`src/hdl/lers_pkg.sv`:
```
// Shared types, constants and helpers of the local event repeat scheduler.
package lers_pkg;

  localparam int unsigned MaxLanes      = 4;
  localparam int unsigned DefNumSensors = 4;
  localparam int unsigned SensorW       = 4;
  localparam int unsigned IdxW          = 2;
  localparam int unsigned TimeW         = 32;
  localparam int unsigned SeqW          = 32;
  localparam int unsigned CfgDataW      = 32;
  localparam int unsigned CfgIdxW       = 2;
  localparam int unsigned ItemQDepth    = 2;
  localparam int unsigned ResQDepth     = 4;

  localparam logic [SensorW-1:0] SensorMask = 4'hF;

  localparam logic [7:0]       RstRepeatCount   = 8'd3;
  localparam logic [15:0]      RstRepeatSpacing = 16'd100;
  localparam logic [TimeW-1:0] RstRefreshPeriod = 32'd10000;

  typedef enum logic [CfgIdxW-1:0] {
    REG_REPEAT_COUNT,
    REG_REPEAT_SPACING,
    REG_REFRESH_PERIOD
  } cfg_reg_e;

  typedef enum logic {
    KIND_UPDATE,
    KIND_LINK_DROP
  } kind_e;

  typedef enum logic [1:0] {
    BK_IDLE,
    BK_TRANS,
    BK_REFRESH,
    BK_DONE
  } back_state_e;

  typedef struct packed {
    logic [7:0]       repeat_count;
    logic [15:0]      repeat_spacing;
    logic [TimeW-1:0] refresh_period;
  } cfg_t;

  typedef struct packed {
    kind_e              kind;
    logic [TimeW-1:0]   now_ms;
    logic [SensorW-1:0] bits;
    logic               ready;
    logic [SensorW-1:0] change;
  } item_t;

  typedef struct packed {
    logic [IdxW-1:0] sensor_index;
    logic            level;
    logic [SeqW-1:0] sequence_res;
    logic            last;
  } result_t;

  // A deadline is due once the wrapped difference to it is zero or positive.
  function automatic logic is_due(logic [TimeW-1:0] now_ms, logic [TimeW-1:0] deadline);
    logic [TimeW-1:0] diff;
    diff = now_ms - deadline;
    return ~diff[TimeW-1];
  endfunction

endpackage

```
`src/hdl/lers_fifo.sv`:
```
// First-word-fall-through queue used for items and for results.
module lers_fifo #(
  parameter int unsigned WIDTH = 8,
  parameter int unsigned DEPTH = 2
) (
  input  logic             clk_i,
  input  logic             rst_ni,
  input  logic             wr_i,
  input  logic [WIDTH-1:0] wdata_i,
  output logic             full_o,
  input  logic             rd_i,
  output logic [WIDTH-1:0] rdata_o,
  output logic             empty_o
);

  localparam int unsigned PtrW = (DEPTH > 1) ? $clog2(DEPTH) : 1;

  logic [WIDTH-1:0] mem_q [DEPTH];
  logic [PtrW-1:0]  wr_ptr_q, rd_ptr_q;
  logic [PtrW:0]    cnt_q;
  logic             do_wr, do_rd;

  assign full_o  = (cnt_q == (PtrW + 1)'(DEPTH));
  assign empty_o = (cnt_q == '0);
  assign do_wr   = wr_i && !full_o;
  assign do_rd   = rd_i && !empty_o;
  assign rdata_o = mem_q[rd_ptr_q];

  always_ff @(posedge clk_i) begin
    if (do_wr) begin
      mem_q[wr_ptr_q] <= wdata_i;
    end
  end

  always_ff @(posedge clk_i or negedge rst_ni) begin
    if (!rst_ni) begin
      wr_ptr_q <= '0;
      rd_ptr_q <= '0;
      cnt_q    <= '0;
    end else begin
      if (do_wr) begin
        wr_ptr_q <= (wr_ptr_q == PtrW'(DEPTH - 1)) ? '0 : wr_ptr_q + 1'b1;
      end
      if (do_rd) begin
        rd_ptr_q <= (rd_ptr_q == PtrW'(DEPTH - 1)) ? '0 : rd_ptr_q + 1'b1;
      end
      if (do_wr && !do_rd) begin
        cnt_q <= cnt_q + 1'b1;
      end else if (do_rd && !do_wr) begin
        cnt_q <= cnt_q - 1'b1;
      end
    end
  end

endmodule

```
`src/hdl/lers_front.sv`:
```
// Front end: accepts update and link-drop beats, tracks previous sensor bits and queues classified items.
module lers_front import lers_pkg::*; #(
  parameter int unsigned NUM_SENSORS = DefNumSensors
) (
  input  logic               clk_i,
  input  logic               rst_ni,
  input  logic               push_i,
  output logic               full_o,
  input  logic               kind_i,
  input  logic [TimeW-1:0]   now_ms_i,
  input  logic [SensorW-1:0] sensor_bits_i,
  input  logic               link_ready_i,
  output item_t              item_o,
  output logic               item_vld_o,
  input  logic               item_pop_i
);

  localparam int unsigned LaneCnt = (NUM_SENSORS < MaxLanes) ? NUM_SENSORS : MaxLanes;
  localparam logic [SensorW-1:0] LaneMask = SensorW'((1 << LaneCnt) - 1);

  logic [SensorW-1:0] prev_bits_q, prev_bits_d;
  logic [SensorW-1:0] bits;
  logic               accept;
  logic               q_empty;
  item_t              item_in;

  assign bits   = sensor_bits_i & SensorMask & LaneMask;
  assign accept = push_i && !full_o;

  always_comb begin
    item_in.kind   = kind_e'(kind_i);
    item_in.now_ms = now_ms_i;
    item_in.bits   = bits;
    item_in.ready  = link_ready_i;
    item_in.change = bits ^ prev_bits_q;
    prev_bits_d    = prev_bits_q;
    if (accept && (kind_e'(kind_i) == KIND_UPDATE)) begin
      prev_bits_d = bits;
    end
  end

  always_ff @(posedge clk_i or negedge rst_ni) begin
    if (!rst_ni) begin
      prev_bits_q <= '0;
    end else begin
      prev_bits_q <= prev_bits_d;
    end
  end

  lers_fifo #(
    .WIDTH($bits(item_t)),
    .DEPTH(ItemQDepth)
  ) u_item_q (
    .clk_i  (clk_i),
    .rst_ni (rst_ni),
    .wr_i   (push_i),
    .wdata_i(item_in),
    .full_o (full_o),
    .rd_i   (item_pop_i),
    .rdata_o(item_o),
    .empty_o(q_empty)
  );

  assign item_vld_o = !q_empty;

endmodule

```
`src/hdl/lers_back.sv`:
```
// Back end: steps through the sensors of one item and emits announcement beats.
module lers_back import lers_pkg::*; #(
  parameter int unsigned NUM_SENSORS = DefNumSensors
) (
  input  logic    clk_i,
  input  logic    rst_ni,
  input  cfg_t    cfg_i,
  input  item_t   item_i,
  input  logic    item_vld_i,
  output logic    item_pop_o,
  output result_t res_o,
  output logic    res_push_o,
  input  logic    res_full_i
);

  localparam int unsigned LaneCnt = (NUM_SENSORS < MaxLanes) ? NUM_SENSORS : MaxLanes;
  localparam logic [IdxW-1:0] LastLane = IdxW'(LaneCnt - 1);

  back_state_e state_q, state_d;
  logic [IdxW-1:0]  lane_q, lane_d;
  result_t          hold_q, hold_d;
  logic             hold_vld_q, hold_vld_d;
  logic [TimeW-1:0] ref_dl_q;
  logic             ref_dl_en;

  logic [SeqW-1:0]  seq_q      [MaxLanes];
  logic             pend_q     [MaxLanes];
  logic [7:0]       rep_left_q [MaxLanes];
  logic [TimeW-1:0] next_rep_q [MaxLanes];
  logic [TimeW-1:0] last_ref_q [MaxLanes];
  logic             act_sent_q [MaxLanes];

  logic             act, chg;
  logic             emit, emit_lvl, stall;
  logic [SeqW-1:0]  emit_seq;
  logic             wr_chg, wr_rep, wr_ref, clr_all;
  logic [TimeW-1:0] next_time;
  logic [7:0]       rep_init;

  assign act       = item_i.bits[lane_q];
  assign chg       = item_i.change[lane_q];
  assign next_time = item_i.now_ms + TimeW'(cfg_i.repeat_spacing);
  assign rep_init  = (cfg_i.repeat_count != '0) ? cfg_i.repeat_count - 8'd1 : '0;

  always_comb begin
    state_d    = state_q;
    lane_d     = lane_q;
    hold_d     = hold_q;
    hold_vld_d = hold_vld_q;
    item_pop_o = 1'b0;
    res_o      = hold_q;
    res_push_o = 1'b0;
    emit       = 1'b0;
    emit_lvl   = 1'b0;
    emit_seq   = seq_q[lane_q];
    stall      = 1'b0;
    wr_chg     = 1'b0;
    wr_rep     = 1'b0;
    wr_ref     = 1'b0;
    clr_all    = 1'b0;
    ref_dl_en  = 1'b0;

    case (state_q)
      BK_IDLE: begin
        if (item_vld_i) begin
          if (item_i.kind == KIND_LINK_DROP) begin
            clr_all    = 1'b1;
            item_pop_o = 1'b1;
          end else if (!item_i.ready) begin
            item_pop_o = 1'b1;
          end else begin
            lane_d  = '0;
            state_d = BK_TRANS;
          end
        end
      end
      BK_TRANS: begin
        if (chg) begin
          emit     = 1'b1;
          emit_lvl = act;
          emit_seq = seq_q[lane_q] + 1'b1;
        end else if ((rep_left_q[lane_q] != '0) &&
                     is_due(item_i.now_ms, next_rep_q[lane_q])) begin
          emit     = 1'b1;
          emit_lvl = pend_q[lane_q];
        end
        stall = emit && hold_vld_q && res_full_i;
        if (!stall) begin
          wr_chg    = chg;
          wr_rep    = emit && !chg;
          ref_dl_en = 1'b1;
          if (!chg) begin
            state_d = BK_REFRESH;
          end else if (lane_q == LastLane) begin
            state_d = BK_DONE;
          end else begin
            lane_d = lane_q + 1'b1;
          end
        end
      end
      BK_REFRESH: begin
        if (act && (!act_sent_q[lane_q] || is_due(item_i.now_ms, ref_dl_q))) begin
          emit     = 1'b1;
          emit_lvl = 1'b1;
          emit_seq = seq_q[lane_q] + 1'b1;
        end
        stall = emit && hold_vld_q && res_full_i;
        if (!stall) begin
          wr_ref = emit;
          if (lane_q == LastLane) begin
            state_d = BK_DONE;
          end else begin
            lane_d  = lane_q + 1'b1;
            state_d = BK_TRANS;
          end
        end
      end
      BK_DONE: begin
        if (!hold_vld_q) begin
          item_pop_o = 1'b1;
          state_d    = BK_IDLE;
        end else if (!res_full_i) begin
          res_o.last = 1'b1;
          res_push_o = 1'b1;
          hold_vld_d = 1'b0;
          item_pop_o = 1'b1;
          state_d    = BK_IDLE;
        end
      end
      default: begin
        state_d = BK_IDLE;
      end
    endcase

    if (emit && !stall) begin
      if (hold_vld_q) begin
        res_o.last = 1'b0;
        res_push_o = 1'b1;
      end
      hold_d.sensor_index = lane_q;
      hold_d.level        = emit_lvl;
      hold_d.sequence_res = emit_seq;
      hold_d.last         = 1'b0;
      hold_vld_d          = 1'b1;
    end
  end

  always_ff @(posedge clk_i or negedge rst_ni) begin
    if (!rst_ni) begin
      state_q    <= BK_IDLE;
      lane_q     <= '0;
      hold_vld_q <= 1'b0;
    end else begin
      state_q    <= state_d;
      lane_q     <= lane_d;
      hold_vld_q <= hold_vld_d;
    end
  end

  always_ff @(posedge clk_i) begin
    hold_q <= hold_d;
    if (ref_dl_en) begin
      ref_dl_q <= last_ref_q[lane_q] + cfg_i.refresh_period;
    end
  end

  always_ff @(posedge clk_i or negedge rst_ni) begin
    if (!rst_ni) begin
      for (int i = 0; i < MaxLanes; i++) begin
        seq_q[i]      <= '0;
        pend_q[i]     <= 1'b0;
        rep_left_q[i] <= '0;
        next_rep_q[i] <= '0;
        last_ref_q[i] <= '0;
        act_sent_q[i] <= 1'b0;
      end
    end else begin
      if (clr_all) begin
        for (int i = 0; i < MaxLanes; i++) begin
          rep_left_q[i] <= '0;
          act_sent_q[i] <= 1'b0;
        end
      end
      if (wr_chg) begin
        seq_q[lane_q]      <= emit_seq;
        pend_q[lane_q]     <= act;
        rep_left_q[lane_q] <= rep_init;
        next_rep_q[lane_q] <= next_time;
        act_sent_q[lane_q] <= act;
        if (act) begin
          last_ref_q[lane_q] <= item_i.now_ms;
        end
      end
      if (wr_rep) begin
        rep_left_q[lane_q] <= rep_left_q[lane_q] - 8'd1;
        next_rep_q[lane_q] <= next_time;
      end
      if (wr_ref) begin
        seq_q[lane_q]      <= emit_seq;
        last_ref_q[lane_q] <= item_i.now_ms;
        act_sent_q[lane_q] <= 1'b1;
      end
    end
  end

endmodule

```
`src/hdl/local_event_repeat_scheduler_top.sv`:
```
// Top level of the local event repeat scheduler: configuration registers and result queue.
// Results: a result waits in a holding register for the next one or the end of the walk.
// Walk: a ready update visits each sensor in a transition step and, unless the sensor changed,
// a refresh step, then a done step; other beats are popped in idle; a full result queue stalls.
// Reset: asynchronous, active low; clears all sensor state, queues and restores default config.
module local_event_repeat_scheduler_top import lers_pkg::*; #(
  parameter int unsigned NUM_SENSORS = DefNumSensors
) (
  input  logic                clk_i,
  input  logic                rst_ni,
  input  logic                push,
  output logic                full,
  input  logic                kind_i,
  input  logic [TimeW-1:0]    now_ms_i,
  input  logic [SensorW-1:0]  sensor_bits_i,
  input  logic                link_ready_i,
  output logic                empty,
  input  logic                pop,
  output logic [IdxW-1:0]     sensor_index_o,
  output logic                level_o,
  output logic [SeqW-1:0]     sequence_res_o,
  output logic                last_o,
  input  logic                cfg_we_i,
  input  logic [CfgIdxW-1:0]  cfg_idx_i,
  input  logic [CfgDataW-1:0] cfg_data_i
);

  cfg_t    cfg_q;
  item_t   item;
  logic    item_vld, item_pop;
  result_t res, res_head;
  logic    res_push, res_full;

  always_ff @(posedge clk_i or negedge rst_ni) begin
    if (!rst_ni) begin
      cfg_q.repeat_count   <= RstRepeatCount;
      cfg_q.repeat_spacing <= RstRepeatSpacing;
      cfg_q.refresh_period <= RstRefreshPeriod;
    end else if (cfg_we_i) begin
      case (cfg_reg_e'(cfg_idx_i))
        REG_REPEAT_COUNT:   cfg_q.repeat_count   <= cfg_data_i[7:0];
        REG_REPEAT_SPACING: cfg_q.repeat_spacing <= cfg_data_i[15:0];
        REG_REFRESH_PERIOD: cfg_q.refresh_period <= cfg_data_i[TimeW-1:0];
        default: ;
      endcase
    end
  end

  lers_front #(
    .NUM_SENSORS(NUM_SENSORS)
  ) u_front (
    .clk_i        (clk_i),
    .rst_ni       (rst_ni),
    .push_i       (push),
    .full_o       (full),
    .kind_i       (kind_i),
    .now_ms_i     (now_ms_i),
    .sensor_bits_i(sensor_bits_i),
    .link_ready_i (link_ready_i),
    .item_o       (item),
    .item_vld_o   (item_vld),
    .item_pop_i   (item_pop)
  );

  lers_back #(
    .NUM_SENSORS(NUM_SENSORS)
  ) u_back (
    .clk_i     (clk_i),
    .rst_ni    (rst_ni),
    .cfg_i     (cfg_q),
    .item_i    (item),
    .item_vld_i(item_vld),
    .item_pop_o(item_pop),
    .res_o     (res),
    .res_push_o(res_push),
    .res_full_i(res_full)
  );

  lers_fifo #(
    .WIDTH($bits(result_t)),
    .DEPTH(ResQDepth)
  ) u_res_q (
    .clk_i  (clk_i),
    .rst_ni (rst_ni),
    .wr_i   (res_push),
    .wdata_i(res),
    .full_o (res_full),
    .rd_i   (pop),
    .rdata_o(res_head),
    .empty_o(empty)
  );

  assign sensor_index_o = res_head.sensor_index;
  assign level_o        = res_head.level;
  assign sequence_res_o = res_head.sequence_res;
  assign last_o         = res_head.last;

endmodule

```
`config.mk`:
```
export PLATFORM = sky130hd
export DESIGN_NAME = local_event_repeat_scheduler_top
export DESIGN_NICKNAME = d
export VERILOG_FILES = /design/src/hdl/lers_pkg.sv /design/src/hdl/lers_fifo.sv /design/src/hdl/lers_front.sv /design/src/hdl/lers_back.sv /design/src/hdl/local_event_repeat_scheduler_top.sv
export SDC_FILE = /design/constraint.sdc
export NUM_CORES = 1
export LEC_CHECK = 0
export BUFFER_PORTS_ARGS = -buffer_cell sky130_fd_sc_hd__buf_2
export CAP_MARGIN = 10
export CELL_PAD_IN_SITES_DETAIL_PLACEMENT = 0
export CELL_PAD_IN_SITES_GLOBAL_PLACEMENT = 1
export CORE_MARGIN = 2
export CORE_UTILIZATION = 40
export CTS_CLUSTER_DIAMETER = 30
export DETAILED_ROUTE_END_ITERATION = 16
export PLACE_DENSITY = 0.74
export RECOVER_POWER = 100
export SYNTH_ARGS = -nofsm -noshare
export SYNTH_HDL_FRONTEND = slang
export SYNTH_HIERARCHICAL = 1
export SYNTH_SLANG_ARGS = --single-unit
```
`constraint.sdc`:
```
create_clock -name clk_i -period 8.36 [get_ports clk_i]
set_input_delay 2.508 -clock clk_i [delete_from_list [all_inputs] [get_ports clk_i]]
set_output_delay 2.508 -clock clk_i [all_outputs]
set_load 0.005 [all_outputs]
```
Yosys cells after proc, flatten, opt, wreduce, memory -nomap -nowiden
Memories as Yosys holds them, arrays and structs flattened. Cells that the tools add are included.

Bits in registers: 567. Memory bits (writable): 228. Bits of input ports: 77. Logic and storage cells: 254. Memories: 2.

$add $sub $neg: 16. Magnitude comparators: 3. Equal/unequal tests: 18. Muxes and demuxes: 123. Bitwise logic cells: 6. Reductions and logical operators: 45.

Memories: u_res_q.mem_q (words 4, bits a word 36, rd ports 1, clocked after memory_dff 0, wr ports 1, RTL line lers_fifo.sv:18) `logic [WIDTH-1:0] mem_q [DEPTH];`; u_front.u_item_q.mem_q (words 2, bits a word 42, rd ports 1, clocked after memory_dff 0, wr ports 1, RTL line lers_fifo.sv:18).

Operator list (count): two-way mux 128 bit (7); bitwise mux 128 bit (6); two-way mux 32 bit (12); binary-select mux 32 bit (select 2 bit) (3); bitwise mux 32 bit (2); demux 32 bit (select 2 bit) (1); one-hot mux 32 bit (2 select lines) (1); subtractor 32 bit (2); two-way mux 1 bit (46); two-way mux 2 bit (21); adder 32 x 1 -> 32 bit, second input constant (1); adder 32 x 16 -> 32 bit (1); adder 32 bit (1); two-way mux 8 bit (4); logical AND 1 bit (18); binary-select mux 8 bit (select 2 bit) (1); demux 8 bit (select 2 bit) (1); nonzero test 8 bit (2); subtractor 8 x 1 -> 8 bit, second input constant (2); == test 2 bit, second input constant (7); AND reduction 7 bit (2); two-way mux 4 bit (3); logical NOT 1 bit (11); adder 2 x 1 -> 2 bit, second input constant (4); 29 further kinds (52).

Longest topological paths before layout
Gate-level depths: netlist of run 1.

Word-level depth: 21. Mapped depth: 26. Depth with buffers taken out: 19.

Modules after synthesis
The synthesis of run 1 kept the hierarchy.

By module, submodules not included: lers_back (times used 1, cells each 2234, area each 26639.3 um2, seq. area each 12747.2 um2); lers_fifo (u_res_q) (times used 1, cells each 225, area each 5636.7 um2, seq. area each 4499.3 um2); lers_fifo (u_front.u_item_q) (times used 1, cells each 150, area each 3429.5 um2, seq. area each 2622.5 um2); local_event_repeat_scheduler_top (times used 1, cells each 119, area each 2143.3 um2, seq. area each 1413.9 um2); lers_front (times used 1, cells each 14, area each 202.7 um2, seq. area each 100.1 um2).

Worst setup path after synthesis of run 1
OpenSTA, ideal clock, no wires.

Path kind: reg-to-reg. From: register u_back.lane_q[0]. To: register u_back.hold_q, in the netlist u_back/res_o[10], enable pin. Setup time: 0.427 ns. Data arrival time: 6.344 ns. Data required time: 7.933 ns. Slack: 1.589 ns. Cell stages (with the launch flop): 19. Clock period less this slack: 6.771 ns. Cells stage by stage: dfrtp_1 buf_4 buf_6 buf_4 buf_2 clkbuf_1 buf_1 mux4_2 inv_1 ha_1 a2111oi_0 o221ai_1 o211ai_1 o2111ai_1 or3_1 a32oi_4 a211o_1 nand2_1 nor2_1.

Cells in the longest elaborated chain, start to end: 15.

RTL lines: start: declaration (RTL line lers_back.sv:20) `logic [IdxW-1:0] lane_q, lane_d;`; start signal: assignment (RTL line lers_back.sv:155) `lane_q <= lane_d;`; inverter 2 -> 3 bit (implied by the code) (RTL line lers_back.sv:82, lers_back.sv:83, lers_back.sv:102); binary-select mux 32 bit (select 2 bit) (RTL line lers_back.sv:83) `is_due(item_i.now_ms, next_rep_q[lane_q])) begin`; two-way mux 32 bit (implied by the code) (2 in a row) (RTL line lers_back.sv:83); subtractor 32 bit (RTL line lers_pkg.sv:63) `diff = now_ms - deadline;`; inverter 1 bit (RTL line lers_pkg.sv:64) `return ~diff[TimeW-1];`; logical AND 1 bit (RTL line lers_back.sv:82) `end else if ((rep_left_q[lane_q] != '0) &&`; two-way mux 1 bit (RTL line lers_back.sv:82); two-way mux 1 bit (RTL line lers_back.sv:78) `if (chg) begin`; two-way mux 1 bit (RTL line lers_back.sv:63) `case (state_q)`; logical AND 1 bit (2 in a row) (RTL line lers_back.sv:87) `stall = emit && hold_vld_q && res_full_i;`; one-hot mux 1 bit (2 select lines) (RTL line lers_back.sv:63); logical NOT 1 bit (RTL line lers_back.sv:135) `if (emit && !stall) begin`; logical AND 1 bit (*) (RTL line lers_back.sv:135); end signal: assignment (RTL line lers_back.sv:161) `hold_q <= hold_d;`; end: declaration (RTL line lers_back.sv:21) `result_t hold_q, hold_d;`.

Every way passes the cells marked *; elsewhere a longest branch is shown, timed or not. The select of a mux whose other input is x is not followed. A chain may end at the register's enable or synchronous reset.

==> results.yml, run 1 <==
outcome:
  status: "finished with violations"
  failed_checks: "capacitance limit, slew limit"
route:
  detail-route-antenna-nets: 0
  routedWlPerCell_um: 21.4
  vias: 23800
  viasPerCell: 5.46
  drt_iter0_drc: 1755
  drtPass1Iterations: 5
  remaining_drc_errors: 0
  routed_wl_um: 93200
timing:
  tns_ns: 0
  rsz0062_at_grt: "no"
  hold_viol_final: 0
  max_slew_margin_pct: -145
  post-route-period-util_pct: 89.1
  drv_slew: 554
  fmax_mhz: 134
  finalCriticalPeriod_ns: 7.45
  setup_viol_count_final: 0
  worst_pin_slew_ns: 3.68
  skew_ns: 0.0437
die:
  start_util_pct: 40.2
  rows: 113
  die_x_um: 312
  ios: 115
  die_height_um: 312
  core_mm2: 0.0946
  die_area_mm2: 0.0976
synthesis:
  avgSynthCellArea_um2: 13.9
  yosysTopAreaCell: "dfrtp_1"
  syn_inst: 2742
  syn-cell-area_mm2: 0.0381
  ys_seq_elements: 795
  yosysWarnings: 6
  yosys-top-cells-area: "dfrtp_1 32%, edfxtp_1 23%, mux2_2 8.7%, mux4_2 8.5%, ha_1 4.1%"
  yosysSeqAreaShare_pct: 56.2
  synth_edf_count: 295
  yosys.cell_count.top_type: "dfrtp_1"
  synth_nets: 2948
  ys.flop_type: "dfrtp_1"
  ys_top_cells_by_count: "490 x dfrtp_1, 295 x edfxtp_1, 293 x mux2_2, 212 x nand2_1, 158 x o21ai_0"
  post-synth-top-area-fraction_pct: 32.2
  async_reset_ff_share_pct: 62.9
  ys_types: 90
setup_path:
  r2r_end: "u_back/seq_q[36]"
  crit_family: "compound AO/OA/AOI/OAI gates"
  arrival_ns: 8.08
  worst-path-max-fanout: 40
  critPathLaunch: "u_front/u_item_q/rd_ptr_q"
  path_buf_inv: 1
  path_class: "reg2reg"
  reg2reg_depth: 11
  rr_startpoint: "u_front/u_item_q/rd_ptr_q"
  startpoint_type: "flop"
  required_ns: 8.99
  reg2reg_slack_ns: 0.91
  crit_slowest_cell: "o21bai_1"
  worst_setup_path_end_kind: "flop"
  path_cells: "mux2_1 > ha_1 > and4_1 > nand2_1 > a2111oi_0 > o31ai_1 > mux2_1 > and3_1 > o21bai_1 > buf_4 > mux2_2"
  cp_slowest_stage_delay_ns: 1.49
  cpMostUsedCell: "mux2_1"
placed_design:
  placed_cell_area_mm2: 0.0398
  portBuffers: 114
  finalWeightedCongestion: 0.822
  dpl.hpwl_um: 60300
  placed_cells: 4035
power_and_ir_drop:
  p_leak_nw: 18.9
  irDropWorstVdd_uv: 250
  power_mw: 20.5
  power_density_mw_per_mm2: 449
  p_sw_mw: 7.08
  clock_power_share_pct: 34.0
  p_sw_share_pct: 34.5
  p_seq_share_pct: 30.8
  p_int_mw: 13.4
  p_comb_share_pct: 35.2
clock_network:
  post_cts_buffers: 0
  h-tree-depth: 4
  cts_tree: "yes"
  ctsResizeCount: 0
  clk_path_buf_depth: 3
  cts_num_sinks: 795
  clock_latency_ns: 0.76
  cts_hold_buf: 0
  clk_pin_slew_ns: 0.05
  root_buffer: "clkbuf_16"
  cts-buffers-inserted: 169
cells_and_area:
  final_util_pct: 48.3
  fillers: 8068
  drive_gt1_share_pct: 28.6
  layout.cells.non_filler: 4354
  nets: 3147
  finalInstanceArea_mm2: 0.0457
  area_growth_syn_to_layout_pct: 20.2
grt:
  grt_pass1_vias: 25800
  antenna_found_initial: 2
  grt_max_degree: 176
  grt_pass1_wl_um: 148000
  track_usage_pct: 19.4
  grt_overflow_total: 0
worst_hold_path:
  hp-start: "u_back/pend_q[0]"
  worstHoldEndpoint: "u_back/pend_q[0]"
  hp-class: "reg2reg"
  whs_path_depth: 2
flow_run:
  maxCapViolCount: 13
-- cell usage in the layout, fill, tap and decap left out, types with 29 or more instances in the layout --
master and n:
clkbuf_16 170, clkbuf_1 89, mux2i_1 45, nand2_1 213
dfrtp_1 487, mux2_1 38, mux2_2 291, mux4_2 143
ha_1 126, xor2_1 29, edfxtp_1 295, inv_1 146
nor2_1 92, buf_2 57, mux2_4 38, o21ai_0 167
a31oi_1 38, nor3_1 37, xnor2_1 56, nand3_1 33
a21oi_1 66
-- metrics by stage --
step | hold slack, ns | worst slack [ns]
2_1_floorplan | 0.445 | 1.59
3_3_place_gp | 0.456 | 2.03
3_5_place_dp | 0.465 | 1.81
4_1_cts | 0.474 | 1.77
5_1_grt | 0.501 | 0.751
6_report | 0.474 | 0.911
-- metal layers --
metal	part of all wire, %	up-vias	track usage [%]
met5	0	-	0
met4	2.5	0	7.04
met3	4.9	165	3.39
met2	49	673	32.3
met1	43	12300	25.6
li1	-	10600	-
-- worst reg2reg max path, delay by kind of cell (launching register included) --
family / cells / cell delay (ns)
AO/OA/AOI/OAI: 3 / 2.77
adder cells (fa/ha/maj): 1 / 0.35
buffers and inverters: 1 / 0.63
flip-flops: 1 / 1.42
multiplexers: 3 / 1.47
AND/OR/NAND/NOR: 3 / 0.71
-- power groups by stage --
| stage | registers (mW) | logic (mW) | clock network [mW] |
|---|---|---|---|
| CTS | 6.31 | 7.32 | 7.10 |
| global placement | 6.26 | 7.05 | 0 |
| global route | 6.47 | 7.92 | 7.31 |
| floorplan | 5.97 | 5.49 | 0 |
| finish | 6.33 | 7.22 | 6.98 |
| detailed placement | 6.36 | 7.26 | 0 |
-- kinds of logic (layout without fill, tap and decap cells) --
logic type | after synthesis | in the layout | share of synthesized area (%)
simple gates | 484 | 484 | 6.07
flops | 795 | 795 | 56.2
compound gates | 426 | 426 | 7.20
buf+inv | 268 | 614 | 3.36
other cells | 0 | 1 | 0
xor+xnor | 85 | 85 | 1.96
mux | 555 | 555 | 20.9
fa+ha+maj | 129 | 129 | 4.30
-- sequential cells by signal, indices dropped and copies added (netlist names) --
register and cells:
u_res_q/mem_q 144, u_back/last_ref_q 128, u_back/next_rep_q 128, u_back/seq_q 128, u_front/u_item_q/mem_q 84, cfg_q 56, u_back/res_o 35, u_back/ref_dl_q 32
u_back/rep_left_q 32, u_back/act_sent_q 4, u_back/pend_q 4, u_front/prev_bits_q 4, u_res_q/cnt_q 3, u_back/lane_q 2, u_back/state_q 2, u_front/u_item_q/cnt_q 2
u_res_q/rd_ptr_q 2, u_res_q/wr_ptr_q 2, u_back/hold_vld_q 1, u_front/u_item_q/rd_ptr_q 1, u_front/u_item_q/wr_ptr_q 1
-- cell type report --
| type | instances | area [um2] | area share [%] |
|---|---|---|---|
| inverter | 146 | 548 | 1.20 |
| tap | 1265 | 1580 | 3.46 |
| multi-input combinational | 1679 | 15300 | 33.5 |
| clock inverter | 106 | 1540 | 3.38 |
| sequential | 795 | 21400 | 46.8 |
| timing repair buffer | 150 | 734 | 1.61 |
| antenna | 1 | 2.50 | 0.00547 |
| clock buffer | 212 | 4580 | 10.0 |
-- worst max path at each step --
stage                           end  slack, ns  cells past startpoint
2_1_floorplan      u_back/res_o[10]       1.59                     18
3_3_place_gp       u_res_q/cnt_q[2]       2.03                     18
3_5_place_dp       u_res_q/cnt_q[2]       1.81                     18
4_1_cts            u_res_q/cnt_q[2]       1.77                     18
5_1_grt        u_res_q/mem_q[2][27]       0.75                     14
6_report           u_back/seq_q[36]       0.91                     11
(Power assumes the default switching activity.)
==> inputs of run 2 (changes only) <==
--- a/config.mk
+++ b/config.mk
@@ -15,7 +15,9 @@
 export DETAILED_ROUTE_END_ITERATION = 16
 export PLACE_DENSITY = 0.74
 export RECOVER_POWER = 100
+export REMOVE_ABC_BUFFERS = 1
 export SYNTH_ARGS = -nofsm -noshare
 export SYNTH_HDL_FRONTEND = slang
 export SYNTH_HIERARCHICAL = 1
 export SYNTH_SLANG_ARGS = --single-unit
+export TNS_END_PERCENT = 10
==> results.yml, run 2 (synthesis results as in run 1) <==
route:
  routedWlPerCell_um: 21.2
  detail-route-antenna-nets: 0
  drtPass1Iterations: 7
  viasPerCell: 5.42
  vias: 23500
  remaining_drc_errors: 0
  routed_wl_um: 91800
  drt_iter0_drc: 1741
timing:
  fmax_mhz: 142
  setup_viol_count_final: 0
  finalCriticalPeriod_ns: 7.04
  hold_viol_final: 0
  rsz0062_at_grt: "no"
  max_slew_margin_pct: -147
  drv_slew: 549
  skew_ns: 0.0300
  worst_pin_slew_ns: 3.70
  post-route-period-util_pct: 84.2
clock_network:
  clk_path_buf_depth: 3
  ctsResizeCount: 0
  clock_latency_ns: 0.74
  root_buffer: "clkbuf_16"
  clk_pin_slew_ns: 0.05
  post_cts_buffers: 0
  cts-buffers-inserted: 162
  h-tree-depth: 4
  cts_hold_buf: 0
  cts_num_sinks: 795
  cts_tree: "yes"
setup_path:
  worst-path-max-fanout: 36
  path_cells: "clkbuf_1 > mux2_1 > ha_1 > and4_1 > nand2_1 > a2111oi_0 > o31ai_1 > mux2_1 > and3_1 > a211o_1 > nand2_1 > a21oi_1 > nor2b_1 > and2_2"
  crit_slowest_cell: "dfrtp_1"
  arrival_ns: 7.37
  worst_setup_path_end_kind: "flop"
  required_ns: 8.69
  reg2reg_depth: 14
  startpoint_type: "flop"
  cp_slowest_stage_delay_ns: 0.94
  path_class: "reg2reg"
die:
  ios: 115
  die_x_um: 312
  die_area_mm2: 0.0976
  rows: 113
  die_height_um: 312
  core_mm2: 0.0946
  start_util_pct: 40.2
cells_and_area:
  final_common_cell: "dfrtp_1"
  drive_gt1_share_pct: 27.9
  layout.cells.non_filler: 4335
  largest_register: "u_res_q/mem_q"
  final_cell_mix: "487 x dfrtp_1, 295 x edfxtp_1, 292 x mux2_2"
  fillers: 8113
  finalInstanceArea_mm2: 0.0451
  largest_reg_flops: 144
  area_growth_syn_to_layout_pct: 18.4
  nets: 3135
power_and_ir_drop:
  p_sw_share_pct: 34.7
  p_leak_nw: 18.6
  irDropWorstVdd_uv: 279
  p_sw_mw: 6.87
  power_mw: 19.8
  power_density_mw_per_mm2: 439
  p_int_mw: 12.9
  p_comb_share_pct: 36.2
  clock_power_share_pct: 32.1
  p_seq_share_pct: 31.7
grt:
  grt_max_degree: 132
  grt_pass1_vias: 25500
  track_usage_pct: 19.1
  grt_overflow_total: 0
  antenna_found_initial: 1
  grt_pass1_wl_um: 145000
worst_hold_path:
  hp-class: "reg2reg"
  whs_path_depth: 2
placed_design:
  dpl.hpwl_um: 59700
  placed_cell_area_mm2: 0.0398
  portBuffers: 114
  finalWeightedCongestion: 0.806
  placed_cells: 4030
outcome:
  failed_checks: "capacitance limit, slew limit"
  status: "finished with violations"
flow_run:
  maxCapViolCount: 9
run 2: through the flow:
step / utilization, % / worst slack [ns] / setup TNS [ns] / hold WS [ns]
2_1_floorplan: - / -0.515 / -81.26 / 0.445
3_3_place_gp: 42.1 / 1.91 / 0 / 0.456
3_5_place_dp: 42.1 / 1.87 / 0 / 0.465
4_1_cts: 47.9 / 1.82 / 0 / 0.474
5_1_grt: 47.6 / 0.826 / 0 / 0.493
6_report: 47.6 / 1.32 / 0 / 0.472
run 2: worst paths after layout:
path                                           start                    end  slack, ns
setup / recovery           u_front/u_item_q/rd_ptr_q    u_res_q/mem_q[3][7]       1.32
hold / removal                      u_back/seq_q[46]       u_back/seq_q[46]       0.47
setup reg to reg           u_front/u_item_q/rd_ptr_q    u_res_q/mem_q[3][7]       1.32
hold reg to reg                     u_back/seq_q[46]       u_back/seq_q[46]       0.47
max in group asynchronous                     rst_ni       u_back/lane_q[0]       2.37
min in group asynchronous                     rst_ni  u_back/last_ref_q[36]       1.85
run 2: area by class of cell:
cell class              instances  area (um2)  share of cell area, %
well taps                    1265        1580                   3.51
clock inverters               101        1110                   2.46
diodes                          1        2.50                0.00555
inverters                     146         548                   1.22
repair buffers                145         703                   1.56
flip-flops and latches        795       21400                   47.5
multi-input cells            1679       15300                   34.0
clock buffers                 203        4400                   9.77
run 2: critical path: cells and delay by family (launching register included):
| family | cells | cell delay, ns |
|---|---|---|
| adders and majority gates | 1 | 0.35 |
| DFF | 1 | 0.94 |
| and+or+nand+nor | 6 | 2.43 |
| AOI/OAI and AO/OA | 4 | 1.17 |
| buffers and inverters | 1 | 0.87 |
| muxes | 2 | 0.84 |
run 2: power by group through the flow:
stage,clock [mW],combinational (mW),sequential (mW)
after floorplan,0,5.13,6.21
after global placement,0,7.07,6.21
after detailed placement,0,7.28,6.32
after CTS,6.47,7.33,6.27
after global routing,6.69,7.85,6.42
final,6.36,7.16,6.27
run 2: layer usage:
| metal | up-vias | part of all wire, % | wire [um] | global-route usage [%] |
|---|---|---|---|---|
| met2 | 619 | 51 | 46700 | 32.8 |
| li1 | 10600 | - | - | - |
| met5 | - | 0 | 0 | 0 |
| met3 | 160 | 4.5 | 4090 | 3.54 |
| met4 | 0 | 1.9 | 1770 | 6.23 |
| met1 | 12100 | 43 | 39200 | 24.3 |
